File: src/hdl/monotone_chain_convex_hull_macros.svh
// assertion helpers shared by the hull block
// each macro expects clk and arst_n in scope
`ifndef MONOTONE_CHAIN_CONVEX_HULL_MACROS_SVH
`define MONOTONE_CHAIN_CONVEX_HULL_MACROS_SVH

// condition that holds at every edge outside reset
`define MCCH_CHECK(lbl, cond, msg) \
	lbl: assert property (@(posedge clk) disable iff (!arst_n) (cond)) else $error(msg);

// condition in the cycle after a trigger
`define MCCH_CHECK_NEXT(lbl, ante, cons, msg) \
	lbl: assert property (@(posedge clk) disable iff (!arst_n) (ante) |=> (cons)) \
		else $error(msg);

`endif

File: src/hdl/mcch_pkg.sv
package mcch_pkg;

	// hull sequencer states
	typedef enum logic [3:0] {
		ST_LOAD,
		ST_INIT_A,
		ST_INIT_B,
		ST_INIT_C,
		ST_FETCH,
		ST_FETCH_W,
		ST_TEST,
		ST_WAIT,
		ST_RLD_S,
		ST_RLD_P,
		ST_RLD_W,
		ST_PUSH,
		ST_E_STK,
		ST_E_PT,
		ST_E_LD,
		ST_E_WAIT
	} hull_state_t;

	// orientation unit phases
	typedef enum logic [1:0] {
		OP_IDLE,
		OP_MUL1,
		OP_MUL2,
		OP_CMP
	} orient_phase_t;

	// orientation unit result
	typedef struct packed {
		logic done;
		logic pop;
	} orient_res_t;

endpackage

File: src/hdl/mcch_ram.sv
module mcch_ram #(
	parameter int WIDTH = 32,
	parameter int DEPTH = 64,
	localparam int AW = $clog2(DEPTH)
) (
	input  logic             clk,
	input  logic             we,
	input  logic [AW-1:0]    waddr,
	input  logic [WIDTH-1:0] wdata,
	input  logic [AW-1:0]    raddr,
	output logic [WIDTH-1:0] rdata
);

	logic [WIDTH-1:0] mem [DEPTH];

	// one write port, one registered read port
	always_ff @(posedge clk) begin
		if (we) begin
			mem[waddr] <= wdata;
		end
		rdata <= mem[raddr];
	end

endmodule

File: src/hdl/mcch_orient.sv
module mcch_orient #(
	parameter int COORD_BITS = 16
) (
	input  logic                         clk,
	input  logic                         arst_n,
	input  logic                         start,
	input  logic signed [COORD_BITS-1:0] cx,
	input  logic signed [COORD_BITS-1:0] cy,
	input  logic signed [COORD_BITS-1:0] ax,
	input  logic signed [COORD_BITS-1:0] ay,
	input  logic signed [COORD_BITS-1:0] bx,
	input  logic signed [COORD_BITS-1:0] by,
	output mcch_pkg::orient_res_t        res
);
	import mcch_pkg::*;

	localparam int DW1 = COORD_BITS + 1;
	localparam int PW  = 2 * DW1;
	localparam int MSB = COORD_BITS - 1;

	orient_phase_t phase_q, phase_d;

	logic signed [DW1-1:0] dax_q, day_q, dbx_q, dby_q;
	logic signed [DW1-1:0] dax_d, day_d, dbx_d, dby_d;
	logic signed [DW1-1:0] op_a, op_b;
	logic signed [PW-1:0]  prod_d, prod_q, p1_q;

	// differences against the current point, exact in one extra bit
	assign dax_d = {ax[MSB], ax} - {cx[MSB], cx};
	assign day_d = {ay[MSB], ay} - {cy[MSB], cy};
	assign dbx_d = {bx[MSB], bx} - {cx[MSB], cx};
	assign dby_d = {by[MSB], by} - {cy[MSB], cy};

	// single shared multiplier, two products in turn
	assign op_a   = (phase_q == OP_MUL1) ? dax_q : day_q;
	assign op_b   = (phase_q == OP_MUL1) ? dby_q : dbx_q;
	assign prod_d = PW'(op_a) * PW'(op_b);

	always_ff @(posedge clk or negedge arst_n) begin
		if (!arst_n) begin
			phase_q <= OP_IDLE;
		end else begin
			phase_q <= phase_d;
		end
	end

	// phase sequence and result
	always_comb begin
		phase_d  = phase_q;
		res.done = 1'b0;
		res.pop  = 1'b0;
		unique case (phase_q)
			OP_IDLE: begin
				if (start) phase_d = OP_MUL1;
			end
			OP_MUL1: phase_d = OP_MUL2;
			OP_MUL2: phase_d = OP_CMP;
			OP_CMP: begin
				res.done = 1'b1;
				res.pop  = (p1_q >= prod_q);
				phase_d  = OP_IDLE;
			end
			default: phase_d = OP_IDLE;
		endcase
	end

	// operand and product registers
	always_ff @(posedge clk) begin
		if (phase_q == OP_IDLE && start) begin
			dax_q <= dax_d;
			day_q <= day_d;
			dbx_q <= dbx_d;
			dby_q <= dby_d;
		end
		if (phase_q == OP_MUL1) begin
			prod_q <= prod_d;
		end
		if (phase_q == OP_MUL2) begin
			p1_q   <= prod_q;
			prod_q <= prod_d;
		end
	end

endmodule

File: src/hdl/monotone_chain_convex_hull.sv
// Convex hull of an x-sorted point set by the monotone chain method. Points
// arrive one per beat on the slave side and are taken at one per cycle; the
// beat with tlast set closes the set and starts the hull, and s_tready stays
// low until the last hull vertex has been taken on the master side. Points
// beyond MAX_POINTS are dropped and every vertex of that hull carries the
// overflow flag in m_tuser. Sets of one or two points come back unchanged.
// After loading, each pass sets up its first two stack entries, then fetches
// and tests each point in turn; a pop that leaves at least two entries reloads
// the new next-to-top through the stack and point memories, which have
// registered read ports, and every orientation test runs through one shared
// multiplier. Each vertex is then read out through the stack and point
// memories (the point memory alone for sets of one or two points) and held
// until the master side takes it.
`include "monotone_chain_convex_hull_macros.svh"

module monotone_chain_convex_hull #(
	parameter int MAX_POINTS = 64,
	parameter int COORD_BITS = 16,
	localparam int DW = ((2 * COORD_BITS + 7) / 8) * 8
) (
	input  logic          clk,
	input  logic          arst_n,
	input  logic          s_tvalid,
	output logic          s_tready,
	input  logic [DW-1:0] s_tdata,   // px, py
	input  logic          s_tlast,   // final_point
	output logic          m_tvalid,
	input  logic          m_tready,
	output logic [DW-1:0] m_tdata,   // hx, hy
	output logic          m_tlast,   // end_of_hull
	output logic          m_tuser    // overflowed
);
	import mcch_pkg::*;

	localparam int CB = COORD_BITS;
	localparam int IW = $clog2(MAX_POINTS);
	localparam int CW = $clog2(MAX_POINTS + 1);
	localparam int PT = 2 * CB;

	hull_state_t state_q, state_d;

	// control registers
	logic [CW-1:0] cnt_q, n_q, left_q, dep_q, fdep_q;
	logic          drop_q, sel_q, small_q, m_valid_q;
	logic [IW-1:0] c_q, e_idx_q;

	// payload registers
	logic signed [CB-1:0] ax_q, ay_q, bx_q, by_q, cx_q, cy_q, hx_q, hy_q;
	logic                 m_last_q, m_ovf_q;

	// memory ports
	logic          pt_we;
	logic [IW-1:0] pt_raddr;
	logic [PT-1:0] pt_wdata, pt_rd;
	logic          stk_we, fs_we, bs_we;
	logic [IW-1:0] stk_waddr, stk_wdata, stk_raddr, fs_rd, bs_rd, stk_rd;

	logic        o_start;
	orient_res_t ores;

	// derived values
	logic          in_acc, full, stk_full;
	logic [CW-1:0] cnt_nxt, n_m1, n_m2, n_m3, dep_push, dep_m2, fdep_m2, emit_tot;
	logic [CW:0]   tot_sum;
	logic [IW-1:0] first_idx, second_idx;
	logic signed [CB-1:0] rd_x, rd_y;

	assign in_acc   = s_tvalid && s_tready;
	assign full     = (cnt_q == CW'(MAX_POINTS));
	assign cnt_nxt  = full ? cnt_q : cnt_q + CW'(1);
	assign n_m1     = n_q - CW'(1);
	assign n_m2     = n_q - CW'(2);
	assign n_m3     = n_q - CW'(3);
	assign stk_full = (dep_q == CW'(MAX_POINTS));
	assign dep_push = stk_full ? dep_q : dep_q + CW'(1);
	assign dep_m2   = dep_q - CW'(2);
	assign fdep_m2  = fdep_q - CW'(2);
	assign tot_sum  = {1'b0, dep_push} + {1'b0, fdep_q} - (CW+1)'(2);
	assign emit_tot = (tot_sum > (CW+1)'(MAX_POINTS)) ? CW'(MAX_POINTS) : tot_sum[CW-1:0];

	// pass end points: forward starts at 0,1 and backward at n-1,n-2
	assign first_idx  = sel_q ? n_m1[IW-1:0] : '0;
	assign second_idx = sel_q ? n_m2[IW-1:0] : IW'(1);

	assign pt_wdata = {s_tdata[PT-1:CB], s_tdata[CB-1:0]};
	assign rd_x     = pt_rd[CB-1:0];
	assign rd_y     = pt_rd[PT-1:CB];
	assign fs_we    = stk_we && !sel_q;
	assign bs_we    = stk_we && sel_q;
	assign stk_rd   = sel_q ? bs_rd : fs_rd;

	mcch_ram #(.WIDTH(PT), .DEPTH(MAX_POINTS)) u_points (
		.clk   (clk),
		.we    (pt_we),
		.waddr (cnt_q[IW-1:0]),
		.wdata (pt_wdata),
		.raddr (pt_raddr),
		.rdata (pt_rd)
	);

	mcch_ram #(.WIDTH(IW), .DEPTH(MAX_POINTS)) u_fwd_stack (
		.clk   (clk),
		.we    (fs_we),
		.waddr (stk_waddr),
		.wdata (stk_wdata),
		.raddr (stk_raddr),
		.rdata (fs_rd)
	);

	mcch_ram #(.WIDTH(IW), .DEPTH(MAX_POINTS)) u_bwd_stack (
		.clk   (clk),
		.we    (bs_we),
		.waddr (stk_waddr),
		.wdata (stk_wdata),
		.raddr (stk_raddr),
		.rdata (bs_rd)
	);

	// a = next-to-top, b = top, c = current point
	mcch_orient #(.COORD_BITS(CB)) u_orient (
		.clk    (clk),
		.arst_n (arst_n),
		.start  (o_start),
		.cx     (cx_q),
		.cy     (cy_q),
		.ax     (ax_q),
		.ay     (ay_q),
		.bx     (bx_q),
		.by     (by_q),
		.res    (ores)
	);

	always_ff @(posedge clk or negedge arst_n) begin
		if (!arst_n) begin
			state_q <= ST_LOAD;
		end else begin
			state_q <= state_d;
		end
	end

	// next state and memory strobes
	always_comb begin
		state_d   = state_q;
		s_tready  = 1'b0;
		pt_we     = 1'b0;
		pt_raddr  = '0;
		stk_we    = 1'b0;
		stk_waddr = '0;
		stk_wdata = '0;
		stk_raddr = '0;
		o_start   = 1'b0;
		unique case (state_q)
			ST_LOAD: begin
				s_tready = 1'b1;
				if (in_acc) begin
					pt_we = !full;
					if (s_tlast) begin
						state_d = (cnt_nxt < CW'(3)) ? ST_E_STK : ST_INIT_A;
					end
				end
			end
			ST_INIT_A: begin
				stk_we    = 1'b1;
				stk_waddr = '0;
				stk_wdata = first_idx;
				pt_raddr  = first_idx;
				state_d   = ST_INIT_B;
			end
			ST_INIT_B: begin
				stk_we    = 1'b1;
				stk_waddr = IW'(1);
				stk_wdata = second_idx;
				pt_raddr  = second_idx;
				state_d   = ST_INIT_C;
			end
			ST_INIT_C: state_d = ST_FETCH;
			ST_FETCH: begin
				pt_raddr = c_q;
				state_d  = ST_FETCH_W;
			end
			ST_FETCH_W: state_d = ST_TEST;
			ST_TEST: begin
				if (dep_q >= CW'(2)) begin
					o_start = 1'b1;
					state_d = ST_WAIT;
				end else begin
					state_d = ST_PUSH;
				end
			end
			ST_WAIT: begin
				if (ores.done) begin
					state_d = (ores.pop && dep_q >= CW'(3)) ? ST_RLD_S : ST_PUSH;
				end
			end
			ST_RLD_S: begin
				stk_raddr = dep_m2[IW-1:0];
				state_d   = ST_RLD_P;
			end
			ST_RLD_P: begin
				pt_raddr = stk_rd;
				state_d  = ST_RLD_W;
			end
			ST_RLD_W: state_d = ST_TEST;
			ST_PUSH: begin
				stk_we    = !stk_full;
				stk_waddr = dep_q[IW-1:0];
				stk_wdata = c_q;
				if (left_q == CW'(1)) begin
					state_d = sel_q ? ST_E_STK : ST_INIT_A;
				end else begin
					state_d = ST_FETCH;
				end
			end
			ST_E_STK: begin
				if (small_q) begin
					pt_raddr = e_idx_q;
					state_d  = ST_E_LD;
				end else begin
					stk_raddr = e_idx_q;
					state_d   = ST_E_PT;
				end
			end
			ST_E_PT: begin
				pt_raddr = stk_rd;
				state_d  = ST_E_LD;
			end
			ST_E_LD: state_d = ST_E_WAIT;
			ST_E_WAIT: begin
				if (m_tready) begin
					state_d = m_last_q ? ST_LOAD : ST_E_STK;
				end
			end
			default: state_d = ST_LOAD;
		endcase
	end

	// counters, depths and indices
	always_ff @(posedge clk or negedge arst_n) begin
		if (!arst_n) begin
			cnt_q     <= '0;
			drop_q    <= 1'b0;
			n_q       <= '0;
			sel_q     <= 1'b0;
			small_q   <= 1'b0;
			left_q    <= '0;
			dep_q     <= '0;
			fdep_q    <= '0;
			c_q       <= '0;
			e_idx_q   <= '0;
			m_valid_q <= 1'b0;
		end else begin
			case (state_q)
				ST_LOAD: begin
					if (in_acc) begin
						cnt_q  <= cnt_nxt;
						drop_q <= drop_q | full;
						if (s_tlast) begin
							n_q     <= cnt_nxt;
							sel_q   <= 1'b0;
							small_q <= (cnt_nxt < CW'(3));
							left_q  <= cnt_nxt;
							e_idx_q <= '0;
						end
					end
				end
				ST_INIT_C: begin
					dep_q  <= CW'(2);
					c_q    <= sel_q ? n_m3[IW-1:0] : IW'(2);
					left_q <= n_m2;
				end
				ST_WAIT: begin
					if (ores.done && ores.pop) dep_q <= dep_q - CW'(1);
				end
				ST_PUSH: begin
					dep_q <= dep_push;
					if (left_q == CW'(1)) begin
						if (!sel_q) begin
							fdep_q <= dep_push;
							sel_q  <= 1'b1;
						end else begin
							e_idx_q <= IW'(dep_push - CW'(2));
							left_q  <= emit_tot;
						end
					end else begin
						left_q <= left_q - CW'(1);
						c_q    <= sel_q ? c_q - IW'(1) : c_q + IW'(1);
					end
				end
				ST_E_LD: m_valid_q <= 1'b1;
				ST_E_WAIT: begin
					if (m_tready) begin
						m_valid_q <= 1'b0;
						left_q    <= left_q - CW'(1);
						if (m_last_q) begin
							cnt_q  <= '0;
							drop_q <= 1'b0;
						end else if (small_q) begin
							e_idx_q <= e_idx_q + IW'(1);
						end else if (e_idx_q == '0) begin
							sel_q   <= 1'b0;
							e_idx_q <= fdep_m2[IW-1:0];
						end else begin
							e_idx_q <= e_idx_q - IW'(1);
						end
					end
				end
				default: ;
			endcase
		end
	end

	// coordinate registers and output beat
	always_ff @(posedge clk) begin
		case (state_q)
			ST_INIT_B: begin
				ax_q <= rd_x;
				ay_q <= rd_y;
			end
			ST_INIT_C: begin
				bx_q <= rd_x;
				by_q <= rd_y;
			end
			ST_FETCH_W: begin
				cx_q <= rd_x;
				cy_q <= rd_y;
			end
			ST_WAIT: begin
				if (ores.done && ores.pop) begin
					bx_q <= ax_q;
					by_q <= ay_q;
				end
			end
			ST_RLD_W: begin
				ax_q <= rd_x;
				ay_q <= rd_y;
			end
			ST_PUSH: begin
				if (!stk_full) begin
					ax_q <= bx_q;
					ay_q <= by_q;
					bx_q <= cx_q;
					by_q <= cy_q;
				end
			end
			ST_E_LD: begin
				hx_q     <= rd_x;
				hy_q     <= rd_y;
				m_last_q <= (left_q == CW'(1));
				m_ovf_q  <= drop_q;
			end
			default: ;
		endcase
	end

	assign m_tvalid = m_valid_q;
	assign m_tdata  = DW'({hy_q, hx_q});
	assign m_tlast  = m_last_q;
	assign m_tuser  = m_ovf_q;

	// checks
	`MCCH_CHECK(a_no_overlap, !(s_tready && m_tvalid), "point taken while a vertex waits")
	`MCCH_CHECK(a_done_in_wait, !ores.done || (state_q == ST_WAIT), "stray orientation result")
	`MCCH_CHECK(a_depth_bound, dep_q <= CW'(MAX_POINTS), "stack depth past capacity")
	`MCCH_CHECK(a_count_bound, cnt_q <= CW'(MAX_POINTS), "point count past capacity")
	`MCCH_CHECK_NEXT(a_hull_done, m_tvalid && m_tready && m_tlast, s_tready && (cnt_q == '0), "no fresh set after hull")

endmodule
File: config.mk
export PLATFORM = sky130hd
export DESIGN_NAME = monotone_chain_convex_hull
export DESIGN_NICKNAME = d
export VERILOG_FILES = /design/src/hdl/mcch_pkg.sv /design/src/hdl/mcch_ram.sv /design/src/hdl/mcch_orient.sv /design/src/hdl/monotone_chain_convex_hull.sv
export VERILOG_INCLUDE_DIRS = /design/src /design/src/hdl
export SDC_FILE = /design/constraint.sdc
export NUM_CORES = 2
export LEC_CHECK = 0
export ABC_AREA = 1
export BUFFER_PORTS_ARGS = -buffer_cell sky130_fd_sc_hd__buf_4
export CAP_MARGIN = 15
export CORE_MARGIN = 4
export CORE_UTILIZATION = 36
export CTS_CLUSTER_SIZE = 14
export DETAILED_ROUTE_END_ITERATION = 6
export GPL_TIMING_DRIVEN = 0
export SYNTH_ARGS = -nofsm -noshare
export SYNTH_HDL_FRONTEND = slang
export SYNTH_SLANG_ARGS = --single-unit
File: constraint.sdc
create_clock -name clk -period 8.9 [get_ports clk]
set_input_delay 1.78 -clock clk [delete_from_list [all_inputs] [get_ports clk]]
set_output_delay 1.78 -clock clk [all_outputs]
set_load 0.02 [all_outputs]
==> metrics <==
final wirelength ~500000 um; synthesis-to-layout area growth 14.5%; post-synth cell types between 50 and 60; crit share post-route 94.2%; commonest non-fill, non-tap cells in the layout edfxtp_1 (3082), nand2_1 (2071), inv_1 (1960); CTS root buffer clkbuf_16; largest net degree at the start of global routing 69; Post-Layout Cell Count ~19k; Clock Path Buffers 4; layout cells sized above 1 around a tenth; number of synthesized flops with an enable pin roughly 3.1k; Mean Syn Cell Area 11.5 um2; clock-pin slew on the worst setup and hold paths about 0.07 ns; Max Cap Viol 0; Max Fanout on Critical Path 10; Place WS about 0.23 ns; fin crit period about 8.4 ns; hold violation count in the final report 0; failing checks design-rule violations; FP Rows roughly 230; CP Buf/Inv Count 6; top_reg_cell synth edfxtp_1; first-pass GRT wire length approximately 700000 um; Slew Viols, Final 0; Placed Cells 18.4k; DR vias 103k; H-tree lvl count 5; Max-slew headroom between 10 and 15%; Max stage delay on crit path 0.63 ns; fmax ~120 MHz; crit-path most repeated cell fa_1; TritonCTS clock tree done; IO Count 73; FFs w/ async S/R, synth under 10%; Final WS setup 0.514 ns; DP HPWL ~350000 um; post-route ant nets 0; slowest CP cell clkinv_1; Initial Util a little over a third; post-synth net total approximately 13k; critical path class flop to flop; DR iter-0 viols roughly 14k; CP Capture Type flop; IO Port Bufs between 70 and 80; Final setup viols 0; DR WL/cell about 26 um; crit path DAT around 9 ns; clk_lat worst skew a little under 1 ns; final clock skew 0.118 ns; vias in the first global route just under 100k; GR Util All Layers 23.2%; CTS Sinks ~3.2k; commonest non-fill, non-tap cell in the layout edfxtp_1; Seq cells post-synth between 3k and 4k; sequential area share after synthesis ~65%; Post-CTS Setup Inserts 0; hold slack roughly 0.44 ns; Layout fillers around 38k; # nets final roughly 14k; placer congestion estimate 1.01; die width around 650 um; status finished with violations; DIE HEIGHT about 650 um; Post-route DRC 3; Via density between 5 and 6; Worst Setup Start Kind flop; first-pass iteration count of the detailed router 7; cell area after synthesis ~150000 um2; YS warnings 0; Tightest Hold Check Type flop to flop; crit-path leading delay family adder cells; RSZ-0062 raised after global routing false; Slew @ Worst Pin about 1.3 ns; grt ovf 0; Die ar. ~420000 um2; Core Region 406000 um2; initial antenna violation count 30; Synth Instances around 13k; CTS Buf Count 337; Crit path required time 9.53 ns
[final cells by class]
type                       instances  area [um2]  area share [%]
inverter                        1990        7470            4.45
multi-input combinational       6951       42000            25.0
sequential                      3183       94900            56.5
buffer                           678        2880            1.72
tap                             5428        6790            4.05
clock inverter                   202        2070            1.23
timing repair buffer             202        2790            1.66
antenna                           18        45.0          0.0268
clock buffer                     420        8960            5.33
[stage by stage]
stage          util (%)  cell area (um2)   TNS, ns
6_report           41.3           168000         0
5_1_grt            41.3           168000         0
4_1_cts            41.3           168000         0
3_5_place_dp       38.6           157000         0
3_3_place_gp       37.9           154000  -1688.66
2_1_floorplan         -           147000         0
[layer usage]
layer  part of all wire [%]  global-route usage, %
met5                  0.033                  0.206
met1                     39                   30.9
met2                     44                   35.6
met4                    5.7                   11.6
met3                     11                   5.26
[kinds of logic after synthesis]
kind of cell	count (synthesis)	synth area share, %
AOI/OAI and AO/OA	1720	7.92
xor gates and xnor gates	122	0.729
adders and majority gates	528	6.05
buffers and inverters	2668	7.06
DFF	3183	64.7
muxes	1	0.00768
and+or+nand+nor	4580	13.5
[Yosys cell counts, drive strengths merged (9+ instances only)]
| cell | number | area [um2] |
|---|---|---|
| clkbuf | 348 | 1310 |
| nand2 | 2075 | 7800 |
| inv | 1980 | 7430 |
| xor2 | 83 | 727 |
| ha | 226 | 2830 |
| o211ai | 1102 | 8270 |
| nand4 | 18 | 113 |
| clkinv | 10 | 37.5 |
| xnor2 | 39 | 342 |
| o21bai | 10 | 75.1 |
| o22ai | 15 | 106 |
| nor2 | 675 | 2550 |
| dfrtp | 57 | 1430 |
| a31oi | 14 | 87.6 |
| a21boi | 9 | 67.6 |
| a21oi | 170 | 851 |
| o21ai | 350 | 1750 |
| buf | 330 | 1580 |
| or2 | 224 | 1400 |
| dfxtp | 44 | 881 |
| fa | 302 | 6050 |
| a21o | 10 | 75.1 |
| nor3 | 29 | 150 |
| edfxtp | 3082 | 92500 |
| nand3 | 1546 | 7740 |
[final timing paths]
| check | endpoint | cells past startpoint | from | slack (ns) |
|---|---|---|---|---|
| worst max-delay path | u_orient.prod_q[33] | 27 | u_orient.phase_q[1] | 0.51 |
| worst min-delay path | u_orient.p1_q[30] | 0 | u_orient.prod_q[30] | 0.44 |
| worst max register to register | u_orient.prod_q[33] | 27 | u_orient.phase_q[1] | 0.51 |
| worst min register to register | u_orient.p1_q[30] | 0 | u_orient.prod_q[30] | 0.44 |
| max in group asynchronous | left_q[2] | 1 | arst_n | 7.28 |
| min in group asynchronous | e_idx_q[2] | 1 | arst_n | 1.03 |
[registers in the layout (all words and copies together), names as in the netlist, 17 cells and up]
name             flops
u_bwd_stack.mem    384
u_orient.day_q      17
u_fwd_stack.mem    384
u_orient.dby_q      17
u_orient.dbx_q      17
u_points.mem      2048
u_orient.prod_q     34
u_orient.p1_q       34
u_orient.dax_q      17
u_points.rdata      32
[repair_timing]
item,4_1_cts,5_1_grt
endpoints found under the setup margin,0,5
hold buffers,0,0
gates resized for setup,0,5
Power is not shown: default switching activity piles up to over one toggle a cycle in this logic, so the estimate is an artifact.
